==> config.mk <==
export PLATFORM = sky130hd
export DESIGN_NAME = sabc_ram
export DESIGN_NICKNAME = d
export VERILOG_FILES = /design/src/design/sabc_ram.sv
export SDC_FILE = /design/constraint.sdc
export NUM_CORES = 1
export LEC_CHECK = 0
export ABC_AREA = 1
export BUFFER_PORTS_ARGS = -buffer_cell sky130_fd_sc_hd__buf_4
export CORE_MARGIN = 4
export CORE_UTILIZATION = 30
export CTS_CLUSTER_SIZE = 20
export DETAILED_ROUTE_END_ITERATION = 12
export PLACE_DENSITY = 0.51
export REMOVE_ABC_BUFFERS = 1
export SYNTH_ARGS = -nofsm -noshare
export SYNTH_HDL_FRONTEND = slang
export SYNTH_SLANG_ARGS = --single-unit
==> constraint.sdc <==
create_clock -name clk_i -period 3 [get_ports clk_i]
set_clock_uncertainty 0.15 [all_clocks]
set_input_delay 0.15 -clock clk_i [delete_from_list [all_inputs] [get_ports clk_i]]
set_output_delay 0.15 -clock clk_i [all_outputs]
set_load 0.005 [all_outputs]
==> src/design/sabc_ram.sv <==
module sabc_ram #(
  parameter int WIDTH = 8,
  parameter int DEPTH = 16,
  parameter int ADDR_W = (DEPTH > 1) ? $clog2(DEPTH) : 1
) (
  input  logic              clk_i,
  input  logic              we_i,
  input  logic [ADDR_W-1:0] waddr_i,
  input  logic [WIDTH-1:0]  wdata_i,
  input  logic [ADDR_W-1:0] raddr_i,
  output logic [WIDTH-1:0]  rdata_o
);

  logic [WIDTH-1:0] mem_q [DEPTH];
  logic [WIDTH-1:0] rdata_q;

  always_ff @(posedge clk_i) begin
    if (we_i) begin
      mem_q[waddr_i] <= wdata_i;
    end
    rdata_q <= mem_q[raddr_i];
  end

  assign rdata_o = rdata_q;

endmodule

# Yosys cells after proc, flatten, opt, wreduce, memory -nomap -nowiden
# Memory sizes are Yosys's and may differ from the RTL's. A register that Yosys moved wholly into a read port is not among the register bits.
# Cells that the tools add are included.
[totals]
elab_cells = 3
n_memories = 1
ff_bits = 0
mem_bits_rw = 128
inputBits = 18
[classes]
n_mux = 2
[memory_table]
columns = ["name", "depth", "width", "read_ports", "rd_ports_with_merged_regs", "wr", "line", "text"]
rows = [
  ["mem_q", 16, 8, 1, 1, 1, "14", "logic [WIDTH-1:0] mem_q [DEPTH];"],
]
[op_table]
columns = ["cell", "count"]
rows = [
  ["$mux 1", 2],
]

# Depth between registers and ports, before layout
# Gate-level depths: netlist (run 1).
[logic_depth]
depth_word = 2
depth_mapped = 8
depth_no_buf = 7

# Worst setup path before layout (run 1)
# OpenSTA, ideal clock, no wires.
[synth_timing]
kind = "input port to flip-flop"
start = "in waddr_i[2]"
end = "mem mem_q[10][0], enable pin"
arrival_ns = 0.731
n_path_buf = 0
t_required_ns = 2.480
setup_time_ns = 0.370
path_slack_ns = 1.749
stages = 2
cell_sequence = "nand3b_1 > nor2_1"
[synth_lines]
columns = ["element", "line", "text"]
rows = [
  ["start, declared", "8", "input logic [ADDR_W-1:0] waddr_i,"],
  ["end, declared", "14", ""],
]
# Straight into the memory's write port.

# Worst setup path in the final report (run 1)
[layout_timing]
start = "in waddr_i[3]"
end = "mem mem_q[6][7], enable pin"
# Straight into the memory's write port.

==> results of run 1 <==
-- sequential cells by signal, summed over array words and instances (netlist names) --
register  flops
mem_q       128
rdata_o       8
-- cells in the final DEF (no fill, tap or decap) --
cell,count
sky130_fd_sc_hd__nand2_1,173
sky130_fd_sc_hd__edfxtp_1,128
sky130_fd_sc_hd__inv_1,100
sky130_fd_sc_hd__nand3_1,97
sky130_fd_sc_hd__buf_4,29
sky130_fd_sc_hd__nor2_1,17
sky130_fd_sc_hd__clkbuf_16,17
sky130_fd_sc_hd__dlygate4sd3_1,9
sky130_fd_sc_hd__dfxtp_1,8
sky130_fd_sc_hd__clkinv_2,5
sky130_fd_sc_hd__bufinv_16,4
sky130_fd_sc_hd__clkinvlp_4,3
sky130_fd_sc_hd__inv_2,2
sky130_fd_sc_hd__nand3b_1,2
sky130_fd_sc_hd__clkbuf_1,1
sky130_fd_sc_hd__clkinv_1,1
sky130_fd_sc_hd__inv_6,1
-- stage by stage --
| step | power, mW | setup WS [ns] | instance area [um2] |
|---|---|---|---|
| 2_1_floorplan | 2.29 | 1.72 | 5600 |
| 4_1_cts | 4.59 | 1.65 | 6840 |
| 6_report | 4.56 | 1.63 | 6840 |
| 3_5_place_dp | 2.43 | 1.19 | 6140 |
| 5_1_grt | 4.73 | 1.53 | 6840 |
| 3_3_place_gp | 2.43 | 1.15 | 6140 |
-- final timing paths --
| check | startpoint | to | slack (ns) |
|---|---|---|---|
| setup / recovery | waddr_i[3] | mem_q[6][7]$_DFFE_PP_ | 1.63 |
| hold / removal | raddr_i[2] | rdata_o[2]$_DFF_P_ | 0.04 |
| setup reg to reg | mem_q[8][2]$_DFFE_PP_ | rdata_o[2]$_DFF_P_ | 1.82 |
| hold reg to reg | mem_q[13][2]$_DFFE_PP_ | rdata_o[2]$_DFF_P_ | 0.52 |
-- per-layer routing --
layer  GRT usage (%)  part of all wire, %
met5               0                    0
met2            19.0                   45
met3            3.85                  4.7
met1            18.6                   49
met4            4.70                  1.3
-- kinds of logic (layout without fill, tap and decap cells) --
family	after synthesis	after routing	share of synthesized area (%)
and+or+nand+nor	289	289	21.0
DFF	136	136	69.4
buffers and inverters	126	172	9.52
-- repair_timing --
action                                 4_1_cts  5_1_grt
endpoints found under the hold margin      136        0
hold buffers                                 9        0
resized for setup                            0        0
-- worst max-delay path, delay by kind of cell --
kind | cells | cell delay (ns)
and+or+nand+nor | 2 | 0.98
buffers and inverters | 1 | 0.12
-- final cells by class --
type / instances / area [um2]
fillers: 1838 / 12000
flip-flops and latches: 136 / 4000
multi-input cells: 289 / 1210
clock inverters: 14 / 180
inverters: 102 / 383
well taps: 260 / 325
clock buffers: 18 / 429
repair buffers: 38 / 308
-- power by group through the flow --
stage	logic [mW]	registers (mW)	clock network [mW]
finish	0.261	2.14	2.16
global route	0.300	2.14	2.29
CTS	0.266	2.14	2.18
detailed placement	0.255	2.18	0
global placement	0.254	2.18	0
floorplan	0.115	2.18	0
==> summary.md, run 1 <==
| Metric | Value |
|---|---|
| Hold Crit Class | input port to register |
| Mean instance size in the synthesized netlist | 10.5 um2 |
| Delay of the slowest cell on the worst path | 0.77 ns |
| Synth cell count leaders | sky130_fd_sc_hd__nand2_1, sky130_fd_sc_hd__edfxtp_1, sky130_fd_sc_hd__inv_1, sky130_fd_sc_hd__nand3_1, sky130_fd_sc_hd__nor2_1 |
| Pin count of the biggest net entering global routing | 65 |
| Diodes inserted | 0 |
| Hold violation count in the final report | 0 |
| Source-to-sink clock delay at the later pin of the worst-skew pair | 0.42 ns |
| Area share of the largest cell type after synthesis | 66.7% |
| Setup repair after global routing missed its margin | no |
| Number of failing setup endpoints in the final timing report | 0 |
| Number of buffers created by CTS | 17 |
| Internal cell power | 3.59 mW |
| CP Data Arrival Time | 1.26 ns |
| Slowest CP cell | sky130_fd_sc_hd__nor2_1 |
| Area growth from synthesis to layout | 18.7% |
| Placer congestion estimate | 0.798 |
| Starting density of the core | 30.6% |
| Share of power burned in the clock network | 47.3% |
| Detailed-route vias per instance | 4.37 |
| Number of DRC markers in iteration 0 | 294 |
| Half-perimeter wire length after placement | 7960 um |
| Actual transition at the worst max-transition pin | 0.987 ns |
| Number of nets in the layout | 602 |
| Clock transition at the register clock pins on the worst setup and hold paths after CTS | 0.05 ns |
| TritonRoute pass-1 iters | 4 |
| CP Class | input port to register |
| Vias in the first global route | 3832 |
| Nature of the critical path endpoint | register |
| Count of final max-slew check failures | 0 |
| Remaining DRCs | 0 |
| Port bufs | 25 |
| Post-layout instance count excluding filler cells | 857 |
| Max-slew headroom at the worst pin | 34.0% |
| Static power due to leakage | 2.89 nW |
| Instance count of the mapped netlist | 551 |
| Buffer depth of the longest clock path | 2 |
| Final period util | 45.8% |
| Post-Place Cells | 816 |
| Result of the run | finished, final reports clean |
| Worst path required time | 2.89 ns |
| Sequence of cells on the critical path | buf_4 > nand3b_1 > nor2_1 |
| Yosys warns | 0 |
| Fraction of the yosys area taken by sequential cells | 69.4% |
| Top-level I/O count | 26 |
| ANT nets after route | 0 |
| Switching pwr | 0.964 mW |
| Final critical path time including I/O delays and setup | 1.37 ns |
| Total Routed Length | 13100 um |
| Row cnt | 50 |
| Peak Freq | 727 MHz |
| Die Span Y | 147 um |
| Number of enable-type register cells in the synthesized netlist | 128 |
| Switching power share of the total | 21.1% |
| Clock tree from TritonCTS | yes |
| Peak supply drop | 0.438 mV |
| Number of storage elements in the synthesis netlist | 136 |
| Cell types with the largest area share after synthesis | sky130_fd_sc_hd__edfxtp_1, sky130_fd_sc_hd__nand2_1, sky130_fd_sc_hd__nand3_1, sky130_fd_sc_hd__inv_1, sky130_fd_sc_hd__dfxtp_1 |
| Horizontal extent of the die | 147 um |
| Post-detailed-route wirelength per cell | 15.2 um |
| Max cap viols | 0 |
| Total gr overflow | 0 |
| Initial antenna violation count | 0 |
| Number of levels in the clock H-tree | 4 |
| Ys async rst share | 0% |
| Cell accounting for the most synthesized area | sky130_fd_sc_hd__edfxtp_1 |
| Total Negative Setup Slacks | 0 ns |
| Cells on worst reg2reg path | 6 |
| Total GRT Usage | 13.1% |
| Ratio of total power to cell area | 666 nW/um2 |
| Worst hold stages | 4 |
| WHS | 0.0423 ns |
| Post-CTS repair timing setup buffer count | 0 |
| Share of cells above drive strength 1 | 10.2% |
| Number of sinks driven by the clock tree | 136 |
| Number of different library cells in the post-synthesis netlist | 12 |
| Critical path launch point type | input port |
| Clk Tree Root Cell | sky130_fd_sc_hd__clkbuf_16 |
| Power share of the sequential group | 46.9% |
| Core outline area | 18800 um2 |
| Most instantiated library cell after synthesis | sky130_fd_sc_hd__nand2_1 |
| Part of the power in combinational logic | 5.7% |
| Global-route wire length before repair | 21600 um |
| Maximum fanout along the worst path | 8 |
| Die Outline Area | 21500 um2 |
| Netlist area before placement | 5770 um2 |
| Main flop type after synthesis | sky130_fd_sc_hd__edfxtp_1 |
| Via count | 3743 |
| Final design utilization | 36.3% |
No activity file was read; power rests on OpenSTA's default activity.
==> run 2: changes to the inputs <==
clock period = 1.4 ns   (was 3 ns; I/O delays follow)
==> run 2 against run 1 <==
Net effect: utilization up 1.2 points; non-clock buffer count up 24; combinational power up 140%; setup slack worse by 1.4 ns; largest power group is now registers; count of clock-buffer cells in the layout unchanged; critical path type is now register to primary output.
==> summary.md, run 2 (synthesis results as in run 1) <==
| Metric | Value |
|---|---|
| Number of nets in the layout | 626 (+4.0%) |
| Number of buffers created by CTS | 17 (unchanged) |
| Maximum fanout along the worst path | 1 (-7) |
| Post-layout worst setup margin | 0.260 ns (-1.36 ns) |
| CP Class | register to primary output |
| Total gr overflow | 0 (unchanged) |
| CP Data Arrival Time | 0.92 ns (-0.34 ns) |
| Final period util | 81.4% |
| Switching power share of the total | 21.2% (+0.096 points) |
| Area growth from synthesis to layout | 22.6% |
| Max cap viols | 0 (unchanged) |
| WHS | 0.0381 ns (-0.00423 ns) |
| Delay of the slowest cell on the worst path | 0.38 ns (-0.39 ns) |
| Peak supply drop | 0.934 mV (+110%) |
| Worst path required time | 1.18 ns (-1.71 ns) |
| Row cnt | 50 (unchanged) |
| Sequence of cells on the critical path | buf_4 |
| Total Negative Setup Slacks | 0 ns (unchanged) |
| Result of the run | finished, final reports clean |
| Peak Freq | 877 MHz |
| Switching pwr | 2.04 mW (+110%) |
| Number of DRC markers in iteration 0 | 240 (-18%) |
| Number of failing setup endpoints in the final timing report | 0 (unchanged) |
| Half-perimeter wire length after placement | 8690 um (+9.2%) |
| Post-detailed-route wirelength per cell | 15.1 um (-1.1%) |
| Count of final max-slew check failures | 0 (unchanged) |
| Cells on worst reg2reg path | 6 (unchanged) |
| Most frequent cells in the layout | sky130_fd_sc_hd__nand2_1, sky130_fd_sc_hd__edfxtp_1, sky130_fd_sc_hd__inv_1 |
| Max FFs per register | 128 (unchanged) |
| Clk Tree Root Cell | sky130_fd_sc_hd__clkbuf_16 |
| Placer congestion estimate | 0.813 (+1.8%) |
| Power share of the sequential group | 47.7% (+0.8 points) |
| Part of the power in combinational logic | 6.4% (+0.7 points) |
| Worst R2R Setup Slack | 0.30 ns (-1.52 ns) |
| Remaining DRCs | 0 (unchanged) |
| Static power due to leakage | 3.02 nW (+4.8%) |
| Share of cells above drive strength 1 | 13.2% (+3.0 points) |
| Buffer depth of the longest clock path | 2 (unchanged) |
| TritonRoute pass-1 iters | 4 (unchanged) |
| Total Routed Length | 13200 um (+1.5%) |
| Filler Cell Count | 1836 (-0.11%) |
| Horizontal extent of the die | 147 um (unchanged) |
| Delay-heaviest family, CP | flip-flops |
| Port bufs | 25 (unchanged) |
| End point of the critical path | rdata_o[3] |
| Summed area of non-filler cells in the final layout | 7070 um2 (+3.3%) |
| Die Span Y | 147 um (unchanged) |
| Total GRT Usage | 12.9% (-0.20 points) |
| Nature of the critical path endpoint | primary output |
| Crit path depth | 1 (-2) |
| Diodes inserted | 0 (unchanged) |
| Setup repair after global routing missed its margin | no |
| Resized Gates After CTS | 0 (unchanged) |
| Slowest CP cell | sky130_fd_sc_hd__dfxtp_1 |
| ANT nets after route | 0 (unchanged) |
| Number of buffers and inverters on the critical path | 1 (unchanged) |
| Pwr Total | 9.61 mW (+110%) |
| Dpl ws | 0.128 ns (-1.06 ns) |
| Core outline area | 18800 um2 (unchanged) |
| Area after DPL | 6400 um2 (+4.2%) |
| Starting density of the core | 30.6% (unchanged) |
| Top-level I/O count | 26 (unchanged) |
| Number of levels in the clock H-tree | 4 (unchanged) |
| Via count | 3839 (+2.6%) |
| Ratio of total power to cell area | 1360 nW/um2 (+100%) |
| Detailed-route vias per instance | 4.36 (-0.12%) |
| Hold Crit Class | input port to register |
| Global-route wire length before repair | 21100 um (-2.2%) |
| Initial antenna violation count | 0 (unchanged) |
| Die Outline Area | 21500 um2 (unchanged) |
| Vias in the first global route | 3762 (-1.8%) |
| Most common cell after layout, fill and taps aside | sky130_fd_sc_hd__nand2_1 |
| Final critical path time including I/O delays and setup | 1.14 ns |
| Hold violation count in the final report | 0 (unchanged) |
| Number of sinks driven by the clock tree | 136 (unchanged) |
| Source-to-sink clock delay at the later pin of the worst-skew pair | 0.40 ns (-0.02 ns) |
| Clock transition at the register clock pins on the worst setup and hold paths after CTS | 0.05 ns (about the same) |
| Endpoint of the lowest-slack register-to-register path | rdata_o[7]$_DFF_P_ |
| Max-slew headroom at the worst pin | 77.7% (+44 points) |
| Pin count of the biggest net entering global routing | 39 (-40%) |
| Share of power burned in the clock network | 45.9% (-1.4 points) |
| Internal cell power | 7.57 mW (+110%) |
| Actual transition at the worst max-transition pin | 0.334 ns (-0.652 ns) |
| Launch instance of the worst register-to-register path | mem_q[13][7]$_DFFE_PP_ |
| Clock tree from TritonCTS | yes |
| Critical path launch point type | register |
| Top reg by flops | mem_q |
| Critical Path Start | rdata_o[3]$_DFF_P_ |
run 2: cell types whose count changed in the layout (fill, tap and decap cells not counted), moves of 2 or more:
cell,previous run,this run
sky130_fd_sc_hd__clkinv_1,1,3
sky130_fd_sc_hd__clkinv_2,5,2
sky130_fd_sc_hd__buf_4,29,47
sky130_fd_sc_hd__buf_12,0,6
sky130_fd_sc_hd__inv_6,1,3
run 2: worst min path at each step:
stage | from | endpoint | depth (start not counted)
CTS | raddr_i[2] | rdata_o[0]$_DFF_P_ | 6
global placement | wdata_i[1] | mem_q[0][1]$_DFFE_PP_ | 1
finish | raddr_i[2] | rdata_o[0]$_DFF_P_ | 6
detailed placement | wdata_i[1] | mem_q[1][1]$_DFFE_PP_ | 1
floorplan | wdata_i[0] | mem_q[0][0]$_DFFE_PP_ | 0
global route | raddr_i[2] | rdata_o[7]$_DFF_P_ | 6
run 2: layout make-up:
cell class                      instances  area (um2)  share of cell area (%)
Clock inverter                         13         153                    2.16
Sequential cell                       136        4000                    56.6
Inverter                              102         383                    5.41
Tap cell                              260         325                    4.60
Clock buffer                           18         429                    6.07
Timing Repair Buffer                   62         563                    7.96
Multi-Input combinational cell        289        1210                    17.2
run 2: metrics by stage:
stage | utilization (%) | cells
after floorplan | - | 527
after global placement | 34.0 | 840
after detailed placement | 34.0 | 840
after CTS | 37.5 | 880
after global routing | 37.5 | 880
final | 37.5 | 880
run 2: what timing repair did:
item | in CTS | in global routing
setup buffers | 0 | 0
hold buffers | 9 | 0
hold endpoints to repair | 136 | 0
run 2: layer usage:
layer,share of wire [%],track usage [%],vias to the layer above,routed length (um)
met3,5.8,2.42,20,764
met2,46,19.7,107,6040
met1,47,18.2,1826,6170
li1,-,-,1886,-
met4,2.1,4.99,0,275
met5,0,0,-,0
run 2: power by group through the flow:
| stage | Sequential, mW | Combinational [mW] | Clock [mW] |
|---|---|---|---|
| 6_report | 4.58 | 0.618 | 4.41 |
| 4_1_cts | 4.58 | 0.633 | 4.49 |
| 3_3_place_gp | 4.67 | 0.606 | 0 |
| 3_5_place_dp | 4.67 | 0.609 | 0 |
| 5_1_grt | 4.59 | 0.700 | 4.70 |
| 2_1_floorplan | 4.66 | 0.246 | 0 |
