[src/design/sabc_pkg.sv]
package sabc_pkg;

  localparam int BLK_W    = 32;
  localparam int HANDLE_W = 32;

  localparam logic MODE_LOOKUP = 1'b0;
  localparam logic MODE_INSERT = 1'b1;

  typedef struct packed {
    logic                mode;
    logic [BLK_W-1:0]    block_number;
    logic [HANDLE_W-1:0] payload_handle;
  } in_item_t;

  typedef struct packed {
    logic                hit;
    logic [HANDLE_W-1:0] hit_handle;
  } out_item_t;

  typedef struct packed {
    logic                valid;
    logic [BLK_W-1:0]    tag;
    logic [HANDLE_W-1:0] handle;
  } line_t;

  typedef struct packed {
    logic busy;
    logic done;
  } mod_status_t;

endpackage

[src/design/sabc_mod_unit.sv]
module sabc_mod_unit #(
  parameter int DIVISOR = 64,
  parameter int REM_OUT_W = (DIVISOR > 1) ? $clog2(DIVISOR) : 1
) (
  input  logic                        clk_i,
  input  logic                        rst_ni,
  input  logic                        start_i,
  input  logic [sabc_pkg::BLK_W-1:0]  dividend_i,
  output sabc_pkg::mod_status_t       status_o,
  output logic [REM_OUT_W-1:0]        rem_o
);

  import sabc_pkg::*;

  localparam int SHIFT   = (DIVISOR > 1) ? $clog2(DIVISOR) : 0;
  localparam int RECIP_W = BLK_W + 1;
  localparam int HALF_W  = BLK_W / 2;
  localparam int PROD_W  = HALF_W + RECIP_W;
  localparam int SUM_W   = BLK_W + RECIP_W;
  localparam logic [63:0] RECIP_FULL =
    ((64'd1 << (BLK_W + SHIFT)) + 64'(DIVISOR) - 64'd1) / 64'(DIVISOR);
  localparam logic [RECIP_W-1:0] RECIP = RECIP_FULL[RECIP_W-1:0];

  typedef enum logic [2:0] {
    STEP_LO  = 3'b001,
    STEP_HI  = 3'b010,
    STEP_REM = 3'b100
  } step_e;

  step_e                step_q, step_d;
  logic                 busy_q, busy_d;
  logic                 done_q, done_d;
  logic [BLK_W-1:0]     num_q, num_d;
  logic [PROD_W-1:0]    acc_q, acc_d;
  logic [REM_OUT_W-1:0] quo_q, quo_d;
  logic [REM_OUT_W-1:0] rem_q, rem_d;
  logic [HALF_W-1:0]    mul_a;
  logic [RECIP_W-1:0]   mul_b;
  logic [PROD_W-1:0]    prod;
  logic [SUM_W-1:0]     sum;

  assign prod = PROD_W'(mul_a) * PROD_W'(mul_b);
  assign sum  = {prod, {HALF_W{1'b0}}} + SUM_W'(acc_q);

  always_comb begin
    step_d = step_q;
    busy_d = busy_q;
    done_d = 1'b0;
    num_d  = num_q;
    acc_d  = acc_q;
    quo_d  = quo_q;
    rem_d  = rem_q;
    mul_a  = num_q[HALF_W-1:0];
    mul_b  = RECIP;
    if (start_i) begin
      num_d  = dividend_i;
      step_d = STEP_LO;
      busy_d = 1'b1;
    end else if (busy_q) begin
      unique case (step_q)
        STEP_LO: begin
          acc_d  = prod;
          step_d = STEP_HI;
        end
        STEP_HI: begin
          mul_a  = num_q[BLK_W-1:HALF_W];
          quo_d  = sum[BLK_W+SHIFT +: REM_OUT_W];
          step_d = STEP_REM;
        end
        STEP_REM: begin
          mul_a  = HALF_W'(quo_q);
          mul_b  = RECIP_W'(DIVISOR);
          rem_d  = num_q[REM_OUT_W-1:0] - prod[REM_OUT_W-1:0];
          busy_d = 1'b0;
          done_d = 1'b1;
        end
        default: begin
          busy_d = 1'b0;
        end
      endcase
    end
  end

  always_ff @(posedge clk_i or negedge rst_ni) begin
    if (!rst_ni) begin
      busy_q <= 1'b0;
      done_q <= 1'b0;
      step_q <= STEP_LO;
    end else begin
      busy_q <= busy_d;
      done_q <= done_d;
      step_q <= step_d;
    end
  end

  always_ff @(posedge clk_i) begin
    num_q <= num_d;
    acc_q <= acc_d;
    quo_q <= quo_d;
    rem_q <= rem_d;
  end

  assign status_o.busy = busy_q;
  assign status_o.done = done_q;
  assign rem_o         = rem_q;

endmodule
[config.mk]
export PLATFORM = sky130hd
export DESIGN_NAME = sabc_mod_unit
export DESIGN_NICKNAME = d
export VERILOG_FILES = /design/src/design/sabc_pkg.sv /design/src/design/sabc_mod_unit.sv
export SDC_FILE = /design/constraint.sdc
export NUM_CORES = 1
export LEC_CHECK = 0
export BUFFER_PORTS_ARGS = -buffer_cell sky130_fd_sc_hd__buf_2
export CORE_MARGIN = 5
export CORE_UTILIZATION = 41
export CTS_BUF_LIST = sky130_fd_sc_hd__clkbuf_8
export DETAILED_ROUTE_END_ITERATION = 16
export GPL_ROUTABILITY_DRIVEN = 1
export PLACE_DENSITY = 0.79
export SLEW_MARGIN = 10
export SYNTH_ARGS = -nofsm -noshare
export SYNTH_HDL_FRONTEND = slang
export SYNTH_SLANG_ARGS = --single-unit
[constraint.sdc]
create_clock -name clk_i -period 1.5 [get_ports clk_i]
set_input_delay 0.15 -clock clk_i [delete_from_list [all_inputs] [get_ports clk_i]]
set_output_delay 0.15 -clock clk_i [all_outputs]
set_load 0.005 [all_outputs]
; Word-level counts from Yosys, hierarchy flattened
; Index checks and enable logic that the tools add are counted.
[word_totals]
ff_bits = 93
latch_bits = 0
mem_bits_rw = 0
mem_bits_ro = 0
in_bits = 35
out_inout_bits = 8
wordCells = 36
n_memories = 0
[op_classes]
addsub = 2
n_mul = 1
n_div = 0
order_cmp = 0
eq_ne = 3
shifts = 0
n_mux = 15
bitwise = 1
reduce_logical = 7
[ops]
columns = op, count
row1 = 33-bit 2-to-1 mux, 3
row2 = 44-bit adder, 1
row3 = 16-bit by 33-bit multiplier with 44-bit output, 1
row4 = 16-bit 2-to-1 mux, 2
row5 = 16-bit one-hot mux with 2 select lines, 1
row6 = 3-bit AND reduction, 3
row7 = 1-bit 2-to-1 mux, 6
row8 = 3-bit 2-to-1 mux, 2
row9 = 3-bit one-hot mux with 2 select lines, 1
row10 = 6-bit subtractor, 1
row11 = "3-bit by 1-bit equality test with 1-bit output, second input constant", 1
row12 = "3-bit by 2-bit equality test with 1-bit output, second input constant", 1
row13 = "3-bit equality test, second input constant", 1
row14 = 3-bit nonzero test, 1
row15 = 2-bit AND reduction, 1
row16 = 2-bit nonzero test, 1
row17 = 2-bit OR reduction, 1
row18 = 1-bit inverter, 1

; Logic depth before layout (Yosys ltp)
; Gate-level depths: netlist of run 1.
[depth]
depth_word = 6
depth_mapped = 3
depth_no_buf = 3

; Worst setup path before layout of run 1
; Ideal clock, no wire load.
[synth_timing]
path_kind = register to register
startpoint = register step_q[1]
endpoint = register rem_q[0], in the netlist rem_o[0], enable pin
t_arrival_ns = 0.805
required_ns = 1.180
setup_slack_ns = 0.375
stages_incl_launch_ff = 3
path_buffers = 0
period_less_slack_ns = 1.125
path_cell_list = dfrtp_1 -> nor2_1 -> and4_1
[synth_via]
elab_chain_cells = 2
[synth_lines]
columns = item, line_no
row1 = from (decl), sabc_mod_unit.sv:30  ; step_e step_q, step_d;
row2 = from (signal assigned), sabc_mod_unit.sv:92  ; step_q <= step_d;
row3 = 3-bit equality test, sabc_mod_unit.sv:60  ; unique case (step_q)
row4 = 3-bit AND reduction (no line), n/a
row5 = to (signal assigned), sabc_mod_unit.sv:100  ; rem_q <= rem_d;
row6 = to (decl), sabc_mod_unit.sv:36  ; logic [REM_OUT_W-1:0] rem_q, rem_d;
; Every way passes these cells.
; A chain may end at the register's enable or synchronous reset.

; Worst setup path in the final report of run 1
[layout_timing]
startpoint = register step_q[1]
endpoint = register rem_q[3], in the netlist rem_o[3], enable pin
; The elaborated chain is that of the path after synthesis.

==> results of run 1 <==
[per-stage QoR]
step	worst slack, ps	hold slack [ps]	util [%]
2_1_floorplan	375	-146	-
3_5_place_dp	254	-26.2	47.1
4_1_cts	240	80.7	50.9
5_1_grt	169	78.9	50.9
6_report	235	80.6	50.9
3_3_place_gp	317	-29.9	47.1
[Yosys cell counts]
library cell	instances	area share, %
edfxtp_1	12	59
dfrtp_1	4	16
clkbuf_1	3	1.8
nor2_1	3	1.8
and4_1	2	2.9
buf_4	2	2.5
a21o_1	1	1.2
a31oi_1	1	1.0
and2b_1	1	1.2
dfstp_2	1	4.3
inv_1	1	0.61
mux2i_1	1	1.6
nor2b_4	1	2.3
o21bai_2	1	1.8
xor2_1	1	1.4
[registers in the layout, summed over array words and instances, names as in the netlist]
| name | count |
|---|---|
| done_q | 1 |
| num_q | 6 |
| busy_q | 1 |
| step_q | 3 |
| rem_o | 6 |
[final cells by class]
type,count,area share [%]
multi-input cells,12,12.7
repair buffers,17,12.2
clock buffers,3,5.58
inverters,1,0.508
clock inverters,1,0.508
well taps,16,2.71
flip-flops and latches,17,65.8
[power by group]
group | internal (mW) | switching, mW
logic | 0.0628 | 0.0545
registers | 0.551 | 0.0348
clock network | 0.181 | 0.134
[path summary, 6_finish.rpt]
check / start / to / slack, ps
max reg2reg: step_q[1] / rem_o[3] / 230
max: step_q[1] / rem_o[3] / 230
min in group asynchronous: rst_ni / step_q[2] / 240
min reg2reg: num_q[3] / rem_o[3] / 420
max in group asynchronous: rst_ni / step_q[0] / 1040
min: dividend_i[2] / num_q[2] / 80
[cell families after synthesis]
logic type                share of synthesized area (%)
and+or+nand+nor                                    8.20
AOI/OAI and AO/OA                                  4.10
DFF                                                79.7
buffers and inverters                              4.92
xor gates and xnor gates                           1.43
muxes                                              1.64
[layer usage]
metal  part of all wire (%)  wire length (µm)  up-vias
li1                       -                 -      152
met1                     36               325      153
met2                     54               479       15
met3                    6.1                55        4
met4                    3.9                35        0
met5                      0                 0        -
[layout by cell type (no fill, tap or decap), drive strengths merged]
cell type	n
o21bai	1
nor2	3
dfrtp	4
and4	2
a21o	1
inv	2
buf	16
xor2	1
dfstp	1
nor2b	1
dlygate4sd3	1
clkbuf	3
edfxtp	12
mux2i	1
a31oi	1
and2b	1
==> results.tsv, run 1 <==
stage	metric	value	unit
detailed_routing	drt_wl_total	895	µm
layout	nets	87	
worst_setup_path	path_depth	2	
detailed_routing	vias	324	
detailed_routing	drc	0	
place	io_buffer_count	16	
grt	antenna_found_initial	0	
floorplan	die_h	48.6	µm
layout	final_cells	67	
detailed_routing	dr.pass1.iters	4	
floorplan	pin_count	43	
clock_network	cts.sinks	17	
detailed_routing	drt_iter0_markers	6	
synthesis	synth-seq-area-share	79.7	%
clock_network	htree_levels	1	
timing	fmax	790	MHz
power	power_density	1380	nW/µm²
worst_setup_path	critPathMaxStageDelay	430	ps
place	place.gp.congestion	0.618	
run_status	status	completed	
clock_network	post_cts_buffers	0	
timing	finalCriticalPeriod	1270	ps
clock_network	ctsHoldBuffers	1	
worst_setup_path	reg2reg_depth	2	
timing	fin_worst_skew	6.40	ps
detailed_routing	ant_nets	0	
grt	top_usage_layer	met2	
floorplan	die_w	48.6	µm
worst_setup_path	path_max_fanout	6	
floorplan	fp.coreArea	1450	µm²
floorplan	rows	14	
place	placedCellCount	62	
clock_network	cts_resized	0	
synthesis	syn_area_per_cell	17.4	µm²
worst_setup_path	crit_chain	nor2_1 -> and4_1	
floorplan	die_area	2360	µm²
synthesis	synth_cells	35	
timing	period_share	84.3	%
clock_network	cts_made_buffers	3	
worst_setup_path	arrival	1190	ps
clock_network	insertion_delay	240	ps
grt	gr-usage-met1	7.78	%
worst_setup_path	cpMaxStageDelayCell	dfrtp_1	
worst_setup_path	startpoint_type	flip-flop	
worst_setup_path	end_kind	flip-flop	
layout	drive_gt1_share	43.1	%
timing	final-max-slew-violation-count	0	
place	dpl_cell_area	684	µm²
grt	grt_util_all_layers	8.31	%
worst_setup_path	crit_type	reg -> reg	
clock_network	root_buffer	clkbuf_8	
floorplan	initial_core_util	42.0	%
synthesis	syn_nets	70	
layout	antenna_cells	0	
grt	met2_usage	15.2	%
worst_setup_path	crit_family	simple AND/OR/NAND/NOR gates	
clock_network	clockBufferDepth	2	
grt	grt_pass1_wl	1.52	mm
power	total_power	1.02	mW
synthesis	syn_area	611	µm²
detailed_routing	viasPerCell	4.84	
timing	slew_headroom	83.1	%
timing	worst_pin_slew	253	ps
grt	use_met3	0.920	%
layout	postLayoutCellArea	739	µm²
layout	seq_area	487	µm²
clock_network	clkTransAtPathRegs	60	ps
grt	globalRouteOverflowTotal	0	
timing	fin_setup_tns	0	ps
worst_setup_path	path_buf_inv	0	
grt	grt_max_degree	12	
grt	grt_pass1_vias	341	
synthesis	yosysWarnings	0	
timing	hold_violations	0	
timing	rsz0062_at_grt	false	
flow_run	cap_violations	0	
timing	setup_violations	0	
layout	area_delta_synth_final	21.1	%
power	ir_worst_vdd	0.645	mV
clock_network	cts_tree	yes	
layout	fillers	122	
synthesis	synth-seq-cells	17	
power	cellLeakagePower	0.324	nW
layout	multiInputGateArea	93.8	µm²
min_path	hold_depth	1	
synthesis	synth.distinct_cells	15	
min_path	hold_path_class	in -> reg	
detailed_routing	routedWlPerCell	13.4	µm
worst_setup_path	crit_required	1420	ps
(Power assumes the default switching activity.)
==> run 2: changes to the inputs <==
Settings changed: CORE_UTILIZATION 41 to 37, PLACE_DENSITY 0.79 to 0.75.
Clock period 1.5 ns to 1.1 ns, I/O delays scaled along.
==> run 2 against run 1 <==
  * Utilization shrank 0.54 points
  * Setup slack lost 180 ps
  * Clock power rose by 40%
  * Highest routed layer is now met3
  * Clock skew decreased by 1.7 ps
==> results.tsv, run 2 (same netlist as run 1, synthesis figures left out) <==
stage	metric	value	unit
clock_network	cts_made_buffers	3	
timing	finalCriticalPeriod	1040	ps
timing	fin_ws	58.7	ps
timing	fin_worst_skew	4.68	ps
clock_network	clockBufferDepth	2	
detailed_routing	vias	334	
layout	antenna_cells	0	
grt	use_met3	2.66	%
power	power_density	1850	nW/µm²
grt	top_usage_layer	met2	
power	cellLeakagePower	0.343	nW
layout	postLayoutCellArea	776	µm²
worst_setup_path	cpMaxStageDelayCell	dfrtp_1	
power	internal_power	1.12	mW
power	ir_worst_vdd	0.773	mV
floorplan	pin_count	43	
power	p_clk_share	30.7	%
layout	seq_area	487	µm²
layout	drive_gt1_share	52.7	%
grt	globalRouteOverflowTotal	0	
power	switchingPower	315	µW
timing	fmax	960	MHz
place	io_buffer_count	16	
clock_network	clkTransAtPathRegs	60	ps
timing	final-max-slew-violation-count	0	
detailed_routing	ant_nets	0	
floorplan	die_area	2560	µm²
worst_setup_path	path_max_fanout	6	
floorplan	die_h	50.6	µm
grt	grt_pass1_wl	1.58	mm
timing	setup_violations	0	
worst_setup_path	critPathMaxStageDelay	390	ps
place	place_worst_setup_slack	-22.1	ps
run_status	status	completed	
grt	gr-usage-met1	7.69	%
timing	worst_pin_slew	204	ps
worst_setup_path	startpoint_type	flip-flop	
detailed_routing	drc	0	
timing	hold_violations	0	
timing	slew_headroom	86.4	%
timing	rsz0062_at_grt	false	
min_path	holdCritStartpoint	dividend_i[4]	
worst_setup_path	crit_type	reg -> reg	
grt	antenna_found_initial	0	
clock_network	cts_tree	yes	
layout	multiInputGateArea	98.8	µm²
place	place.gp.congestion	0.650	
floorplan	fp.coreArea	1540	µm²
detailed_routing	drt_iter0_markers	3	
min_path	hold_path_class	in -> reg	
worst_setup_path	end_kind	flip-flop	
layout	area_delta_synth_final	27.0	%
worst_setup_path	path_buf_inv	0	
layout	final_common_cell	buf_2	
clock_network	cts.sinks	17	
grt	grt_max_degree	11	
power	total_power	1.44	mW
worst_setup_path	crit_chain	nor2_2 -> and4_4	
worst_setup_path	r2r_start	step_q[1]	
grt	met2_usage	15.1	%
worst_setup_path	crit_family	flip-flops	
place	placedCellCount	66	
detailed_routing	viasPerCell	4.70	
layout	final_cell_mix	buf_2 (16), edfxtp_1 (12), dfrtp_1 (4), buf_4 (4), clkbuf_8 (3)	
place	dpl_cell_area	716	µm²
detailed_routing	drt_wl_total	961	µm
clock_network	htree_levels	1	
timing	period_share	94.7	%
layout	final_cells	71	
floorplan	rows	14	
floorplan	die_w	50.6	µm
worst_setup_path	crit_start	step_q[1]	
power	power_frac_seq	54.7	%
power	pwr-share-comb	14.6	%
worst_setup_path	arrival	1000	ps
clock_network	root_buffer	clkbuf_8	
layout	fillers	139	
layout	nets	91	
timing	worst_hold_slack	33.5	ps
worst_setup_path	crit_required	1060	ps
clock_network	insertion_delay	250	ps
floorplan	initial_core_util	39.6	%
flow_run	cap_violations	0	
grt	grt_util_all_layers	8.61	%
detailed_routing	dr.pass1.iters	4	
grt	grt_pass1_vias	375	
power	switching_share	21.9	%
detailed_routing	routedWlPerCell	13.5	µm
## run 2: cell types whose count changed in the layout (fill, tap and decap cells not counted), sizes merged
cell and delta:
buf +4, clkinv +1, inv -1
## run 2: per-layer routing
metal	vias up	wire [µm]
li1	161	-
met1	160	332
met4	0	0
met5	-	0
met3	0	65
met2	13	562
## run 2: power by group through the flow
stage / clock [mW] / sequential (mW) / combinational (mW)
after global placement: 0 / 0.794 / 0.200
after floorplan: 0 / 0.798 / 0.125
after CTS: 0.460 / 0.786 / 0.213
after global routing: 0.496 / 0.795 / 0.232
after detailed placement: 0 / 0.797 / 0.206
final: 0.442 / 0.787 / 0.210
## run 2: layout make-up
type                    instances  area share, %
flip-flops and latches         17           62.7
inverters                       1          0.484
well taps                      16           2.58
clock buffers                   3           5.32
repair buffers                 21           15.5
multi-input cells              12           12.7
clock inverters                 1          0.645
## run 2: final timing paths
check	slack (ps)	endpoint	cells past startpoint
setup / recovery	60	rem_o[1]	2
hold / removal	30	num_q[4]	1
setup reg to reg	60	rem_o[1]	2
hold reg to reg	420	rem_o[4]	0
max in group asynchronous	680	step_q[0]	2
min in group asynchronous	210	step_q[2]	2
## run 2: per-stage QoR
| step | util [%] | TNS [ps] |
|---|---|---|
| after floorplan | - | 0 |
| after global placement | 46.4 | 0 |
| after detailed placement | 46.4 | -132 |
| after CTS | 50.2 | 0 |
| after global routing | 50.3 | 0 |
| final | 50.3 | 0 |
## run 2: repair_timing
action,in CTS,in global routing
hold buffers,1,0
setup buffers,0,0
setup endpoints to repair,6,6
gates resized for setup,1,1
endpoints found under the hold margin,5,0
pin swaps,0,1
## run 2: worst reg2reg max path, delay by kind of cell, from the launching register on
kind,cells,cell delay (ps)
and+or+nand+nor,2,360
DFF,1,390
==> run 3: changes to the inputs <==
Settings changed: CELL_PAD_IN_SITES_DETAIL_PLACEMENT set to 0, CELL_PAD_IN_SITES_GLOBAL_PLACEMENT set to 1, CORE_UTILIZATION 37 to 28.
==> run 3 against run 2 <==
  * Critical path depth unchanged
  * Die area is 25% higher
  * Setup slack got worse by 9.2 ps
  * Count of clock-buffer cells in the layout stayed put
  * Critical path type unchanged
  * Largest power group unchanged
==> results.tsv, run 3 (same netlist as run 1, synthesis figures left out) <==
stage	metric	value	unit
run_status	status	completed	
worst_setup_path	critical_path.endpoint	rem_o[4]	
layout	nets	91	
grt	antenna_found_initial	0	
clock_network	root_buffer	clkbuf_8	
timing	final-max-slew-violation-count	0	
clock_network	cts.sinks	17	
layout	postLayoutCellArea	790	µm²
layout	final_cell_mix	buf_2 (16), edfxtp_1 (12), dfrtp_1 (4), buf_4 (4), clkbuf_8 (3)	
grt	globalRouteOverflowTotal	0	
worst_setup_path	path_buf_inv	0	
worst_setup_path	startpoint_type	flip-flop	
clock_network	insertion_delay	250	ps
floorplan	rows	17	
layout	drive_gt1_share	50.9	%
worst_setup_path	path_max_fanout	6	
place	dpl_cell_area	731	µm²
clock_network	clkTransAtPathRegs	60	ps
floorplan	die_area	3210	µm²
worst_setup_path	crit_chain	nor2_2 -> and4_4	
floorplan	fp.coreArea	2150	µm²
worst_setup_path	crit_family	flip-flops	
timing	slew_headroom	88.3	%
worst_setup_path	critPathMaxStageDelay	380	ps
worst_setup_path	r2r_slack	50	ps
worst_setup_path	reg2reg_depth	2	
worst_setup_path	crit_type	reg -> reg	
grt	grt_pass1_wl	1.49	mm
grt	grt_pass1_vias	321	
clock_network	clockBufferDepth	2	
floorplan	pin_count	43	
detailed_routing	viasPerCell	4.08	
power	power_frac_seq	54.9	%
worst_setup_path	path_depth	2	
detailed_routing	ant_nets	0	
floorplan	initial_core_util	28.4	%
detailed_routing	dr.pass1.iters	2	
detailed_routing	drc	0	
clock_network	htree_levels	1	
timing	setup_violations	0	
worst_setup_path	end_kind	flip-flop	
timing	fmax	952	MHz
power	switching_share	21.8	%
worst_setup_path	arrival	1000	ps
detailed_routing	vias	339	
timing	worst_pin_slew	175	ps
layout	antenna_cells	0	
detailed_routing	routedWlPerCell	11.3	µm
detailed_routing	drt_iter0_markers	2	
worst_setup_path	crit_start	step_q[1]	
clock_network	post_cts_buffers	0	
timing	period_share	95.5	%
timing	rsz0062_at_grt	true	
power	pwr-share-comb	15.0	%
clock_network	cts_tree	yes	
flow_run	cap_violations	0	
worst_setup_path	r2r_start	step_q[1]	
place	place.gp.congestion	0.743	
power	switchingPower	311	µW
detailed_routing	drt_wl_total	935	µm
power	cellLeakagePower	0.345	nW
grt	grt_max_degree	11	
power	p_clk_share	30.0	%
power	power_density	1810	nW/µm²
clock_network	cts_made_buffers	3	
worst_setup_path	cpMaxStageDelayCell	dfrtp_1	
power	ir_worst_vdd	0.606	mV
layout	final_common_cell	buf_2	
worst_setup_path	crit_required	1050	ps
timing	finalCriticalPeriod	1050	ps
place	dp_hpwl	728	µm
power	internal_power	1.12	mW
layout	area_delta_synth_final	29.3	%
worst_setup_path	reg2reg_to	rem_o[4]	
floorplan	die_w	56.7	µm
grt	grt_util_all_layers	6.27	%
floorplan	die_h	56.7	µm
place	io_buffer_count	16	
timing	fin_worst_skew	4.03	ps
timing	worst_hold_slack	40.5	ps
min_path	hold_path_class	in -> reg	
timing	hold_violations	0	
layout	finish.utilization	36.8	%
[run 3: cell count changes in the layout (fill, tap and decap cells not counted)]
cell	previous run	this run
clkinv_2	1	0
inv_1	1	2
[run 3: worst min-delay path by stage]
stage                       start        to  slack, ps  depth (start not counted)
detailed placement         rst_ni    done_q        -70                          1
CTS                 dividend_i[4]  num_q[4]         30                          1
finish              dividend_i[4]  num_q[4]         40                          1
global placement           rst_ni    done_q        -70                          1
global route        dividend_i[3]  num_q[3]         30                          1
floorplan                  rst_ni    busy_q       -190                          0
[run 3: power by group through the flow]
stage	Combinational, mW	Sequential (mW)	Clock, mW
finish	0.215	0.786	0.430
global route	0.236	0.794	0.475
CTS	0.220	0.785	0.448
detailed placement	0.214	0.796	0
global placement	0.204	0.793	0
floorplan	0.125	0.798	0
[run 3: worst reg2reg max path, cell delays in order (launching register included)]
cell     delay, ps
dfrtp_1        380
nor2_2         100
and4_4         280
[run 3: what timing repair did]
action	CTS	global route
resized for setup	1	1
pin swaps	0	1
hold buffers	1	0
endpoints found under the setup margin	6	6
endpoints found under the hold margin	5	0
[run 3: area by class of cell]
type	count	area, µm²
Multi-Input combinational cell	12	98.8
Tap cell	28	35.0
Clock inverter	1	3.75
Fill cell	210	1360
Timing Repair Buffer	21	120
Sequential cell	17	487
Clock buffer	3	41.3
Inverter	1	3.75
[run 3: metal layers]
layer  track usage, %  up-vias  share of wire [%]
li1                 -      160                  -
met1             6.46      160                 38
met2             9.74       15                 50
met3             3.45        4                 10
met4             4.07        0                2.6
met5                0        -                  0
[run 3: metrics by stage]
step,power [mW],TNS (ps),worst slack (ps),instances
finish,1.43,0,49.6,83
detailed placement,1.01,-127,-21.3,78
CTS,1.45,0,0.558,83
global placement,0.997,-61.3,-10.3,78
floorplan,0.923,0,3.93,35
global route,1.50,-83.4,-14.1,83
